`config.mk`:
```
export PLATFORM = sky130hd
export DESIGN_NAME = tws_ram
export DESIGN_NICKNAME = d
export VERILOG_FILES = /design/src/rtl/tws_ram.sv
export SDC_FILE = /design/constraint.sdc
export NUM_CORES = 1
export LEC_CHECK = 0
export BUFFER_PORTS_ARGS = -buffer_cell sky130_fd_sc_hd__buf_2
export CORE_MARGIN = 1.5
export CORE_UTILIZATION = 45
export CTS_CLUSTER_SIZE = 12
export DETAILED_ROUTE_END_ITERATION = 8
export HOLD_SLACK_MARGIN = 0.08
export SLEW_MARGIN = 20
export SYNTH_ARGS = -nofsm -noshare
export SYNTH_HDL_FRONTEND = slang
export SYNTH_SLANG_ARGS = --single-unit
```
`constraint.sdc`:
```
create_clock -name clk -period 1.5 [get_ports clk]
set_input_delay 0.075 -clock clk [delete_from_list [all_inputs] [get_ports clk]]
set_output_delay 0.075 -clock clk [all_outputs]
set_load 0.02 [all_outputs]
```
`src/rtl/tws_ram.sv`:
```
`timescale 1ns / 1ps
// ----------------------------------------------------------------------------
// tws_ram
// Generic single write port, single read port RAM with registered read.
// ----------------------------------------------------------------------------
module tws_ram #(
  parameter int WIDTH = 8,
  parameter int DEPTH = 16
) (
  input  logic                     clk,
  input  logic                     wr_en,
  input  logic [$clog2(DEPTH)-1:0] wr_addr,
  input  logic [WIDTH-1:0]         wr_data,
  input  logic                     rd_en,
  input  logic [$clog2(DEPTH)-1:0] rd_addr,
  output logic [WIDTH-1:0]         rd_data
);

  logic [WIDTH-1:0] mem [DEPTH];

  always_ff @(posedge clk) begin
    if (wr_en) begin
      mem[wr_addr] <= wr_data;
    end
    if (rd_en) begin
      rd_data <= mem[rd_addr];
    end
  end

endmodule

```
======== Word level (Yosys, flattened, before mapping) ========
Memory sizes are Yosys's and may differ from the RTL's. A register that Yosys moved wholly into a read port is not among the register bits.
Cells that the tools add are included.
storage, ports and cells
  flip-flop bits (word level) ............. 0
  bits in latches ......................... 0
  RAM bits ................................ 128
  bits in read-only memories .............. 0
  input port bits ......................... 19
  output and inout bits ................... 8
  word-level logic and storage cells ...... 3
  memories ................................ 1
memories
  memory  depth  width  read ports  clocked after Yosys merged registers in  write ports  RTL line  source
  mem     16     8      1           1                                        1            19        logic [WIDTH-1:0] mem [DEPTH];
operators by class
  add/sub/neg operators ................... 0
  $mul .................................... 0
  divide/modulo/power cells ............... 0
  order comparisons ....................... 0
  equal/unequal tests ..................... 0
  shift-type cells ........................ 0
  multiplexer cells ....................... 2
  bitwise operators ....................... 0
  reductions and logical operators ........ 0
operators by type and width
  cell               count
  two-way mux 1 bit  2

======== Logic depth before layout (Yosys ltp) ========
  depth in word-level cells ............... 2
  mapped depth ............................ 5
  gate-level depth less buffers ........... 3

======== Worst setup path after synthesis ========
OpenSTA, ideal clock, no wires.
  path type ............................... in2reg
  start point ............................. in wr_addr[2]
  end point ............................... mem mem[0][0], enable pin
  setup time .............................. 0.383 ns
  arrival ................................. 1.185 ns
  data required time ...................... 1.117 ns
  slack ................................... -0.068 ns
  stages on the path ...................... 2
  buffers on the path ..................... 0
  path through ............................ or3b_2 nor3_1
RTL lines
  what                RTL line  source
  start: declaration  12        input logic [$clog2(DEPTH)-1:0] wr_addr,
  end: declaration    19
Straight into the memory's write port.

==> flow_summary.toml <==
[synth]
synth_top_family_by_area = "multiplexers"
yosys.area_share.adder_pct = 0
ys_ff_latch = 136
synth_area_sq_um = 5230
synth-edff-count = 136
synth_nets = 248
yosysSeqAreaShare_pct = 78.1
synth_top_area_share_pct = 78.1
synth_mux_area_share_pct = 14.8
yosys_warnings = 0
yosys.area_share.xor_xnor_pct = 0
synth_cells = 229
synthTopCellsByArea = "edfxtp_1 (78%), mux4_2 (7.8%), mux4_1 (7.0%)"
ys_types = 18
ys.flop_type = "edfxtp_1"
synthArstFlopShare_pct = 0
netlist_top_cells_count = "edfxtp_1 (136), mux4_2 (18), a22oi_1 (16)"
syn_avg_cell_area_sq_um = 22.8
synth-simple-area-share_pct = 3.14
synth.most_common_cell = "edfxtp_1"
synth_compound_gate_area_share_pct = 2.30
yosys.area.top_type = "edfxtp_1"

[layout]
antenna-diode-count = 0
instances_no_fill = 451
fillers = 849
fin_util_pct = 55.8
stdcell_area_sq_um = 6340
syn2layout_area_growth_pct = 21.3
drive_above_1_share_pct = 34.1
multi_input_area_sq_um = 1100
seq_area_sq_um = 4080
nets = 314

[clock_network]
htree_num_levels = 4
postCtsSetupBuffers = 0
cts_sinks = 136
cts_buffers = 17
cts_root_buf = "clkbuf_16"
clk_latency_ps = 410
cts.path.max_buffers = 2
path_clk_slew_ps = 50
tritoncts = "yes"

[floorplanning]
num_rows = 39
core_area_sq_um = 11400
die-area_sq_um = 12300
initial_core_util_pct = 46.0
die_width_um = 111
io_pins = 27
die_h_um = 111

[drt]
via_count = 2471
wl_per_cell_um = 22.1
totalWireLength_mm = 9.98
first_pass_iters = 4
route.detailed.drc = 0
vias_per_cell = 5.48
ant_nets = 0
drt_iter0_drc = 231

[timing]
hold_viol = 0
skew_ps = 8.10
fin_ws_ps = 40.5
period_needed_ps = 1460
max_freq_ghz = 0.685
slew_headroom_pct = 43.5
whs_ps = 87.8
slew_violations = 0
setup_tns_ps = 0
setup_viol = 0
tightest_slew_ps = 845
rsz0062_at_grt = "no"
period_share_pct = 97.3

[outcome]
status = "completed"

[worst_setup_path]
crit_fanout = 1
worstSetupPathType = "flop to flop"
rrSetupSlack_ps = 40
cp.required_ps = 1640
endpoint_kind = "flop"
start_kind = "flop"
worstPathArrival_ps = 1600

[global_route]
antenna_found_initial = 0
grt_pass1_wl_mm = 15.4
grt_util_all_layers_pct = 17.7
grt_pass1_vias = 2572
grt_max_degree = 18
overflow = 0

[place]
port_buffers = 26
dp_cells = 411
postPlaceCellArea_sq_um = 5670
place_ws_ps = -229
dp_hpwl_mm = 6.50
place_congestion = 0.733

[pwr]
powerDensity_nw_per_um2 = 1360
power.total_mw = 8.61
p_leak_nw = 2.15
ir_drop_mv = 0.715

[job]
maxCapViolations = 0

[min_path]
hold_class = "input port to flop"
-- routing by layer --
layer  GRT usage [%]  wire length, um
met1            23.4             4360
met2            28.6             5080
met3            4.59              462
met4            6.41               74
met5               0                0
-- flip-flops by register name, summed over array words and instances, names as in the netlist --
name     cells
mem        128
rd_data      8
-- critical path, cell delays in order (launching register included) --
cell and delay, ps:
edfxtp_1 360, mux4_1 530, a22oi_2 210, nand2_1 100
-- logic make-up (layout without fill, tap and decap cells) --
| kind of cell | after synthesis | count (layout) |
|---|---|---|
| buf+inv | 10 | 89 |
| mux | 32 | 32 |
| simple gates | 35 | 35 |
| compound gates | 16 | 16 |
| flops | 136 | 136 |
-- cells in the final DEF, fill, tap and decap left out, drive strengths merged, types with 3 or more instances in the layout --
cell type	n
clkbuf	17
a22oi	16
buf	49
nand2	9
edfxtp	136
nor2	13
dlygate4sd3	8
nor3	4
clkinv	10
clkinvlp	3
mux4	32
-- path summary, 6_finish.rpt --
kind | start | endpoint | cells past startpoint
setup reg to reg | mem[1][1] | rd_data[1] | 3
setup / recovery | mem[1][1] | rd_data[1] | 3
hold / removal | wr_data[6] | mem[2][6] | 1
hold reg to reg | mem[6][4] | rd_data[4] | 3
-- area by class of cell --
type,count,share of cell area [%]
timing repair buffer,57,6.63
sequential,136,64.4
multi-input combinational,83,17.3
tap,143,2.82
clock inverter,15,2.15
clock buffer,17,6.71
-- power breakdown --
part	leakage, nW	internal [mW]	total [mW]	switching, mW
clock	0.271	2.41	3.86	1.45
sequential	1.24	4.28	4.31	0.0217
combinational	0.644	0.197	0.451	0.254
-- repair_timing --
| item | CTS | global route |
|---|---|---|
| pin swaps | 0 | 3 |
| hold buffers | 8 | 0 |
| endpoints found under the setup margin | 4 | 6 |
| resized for setup | 4 | 3 |
| endpoints found under the hold margin | 116 | 0 |
No activity file was read; power rests on OpenSTA's default activity.
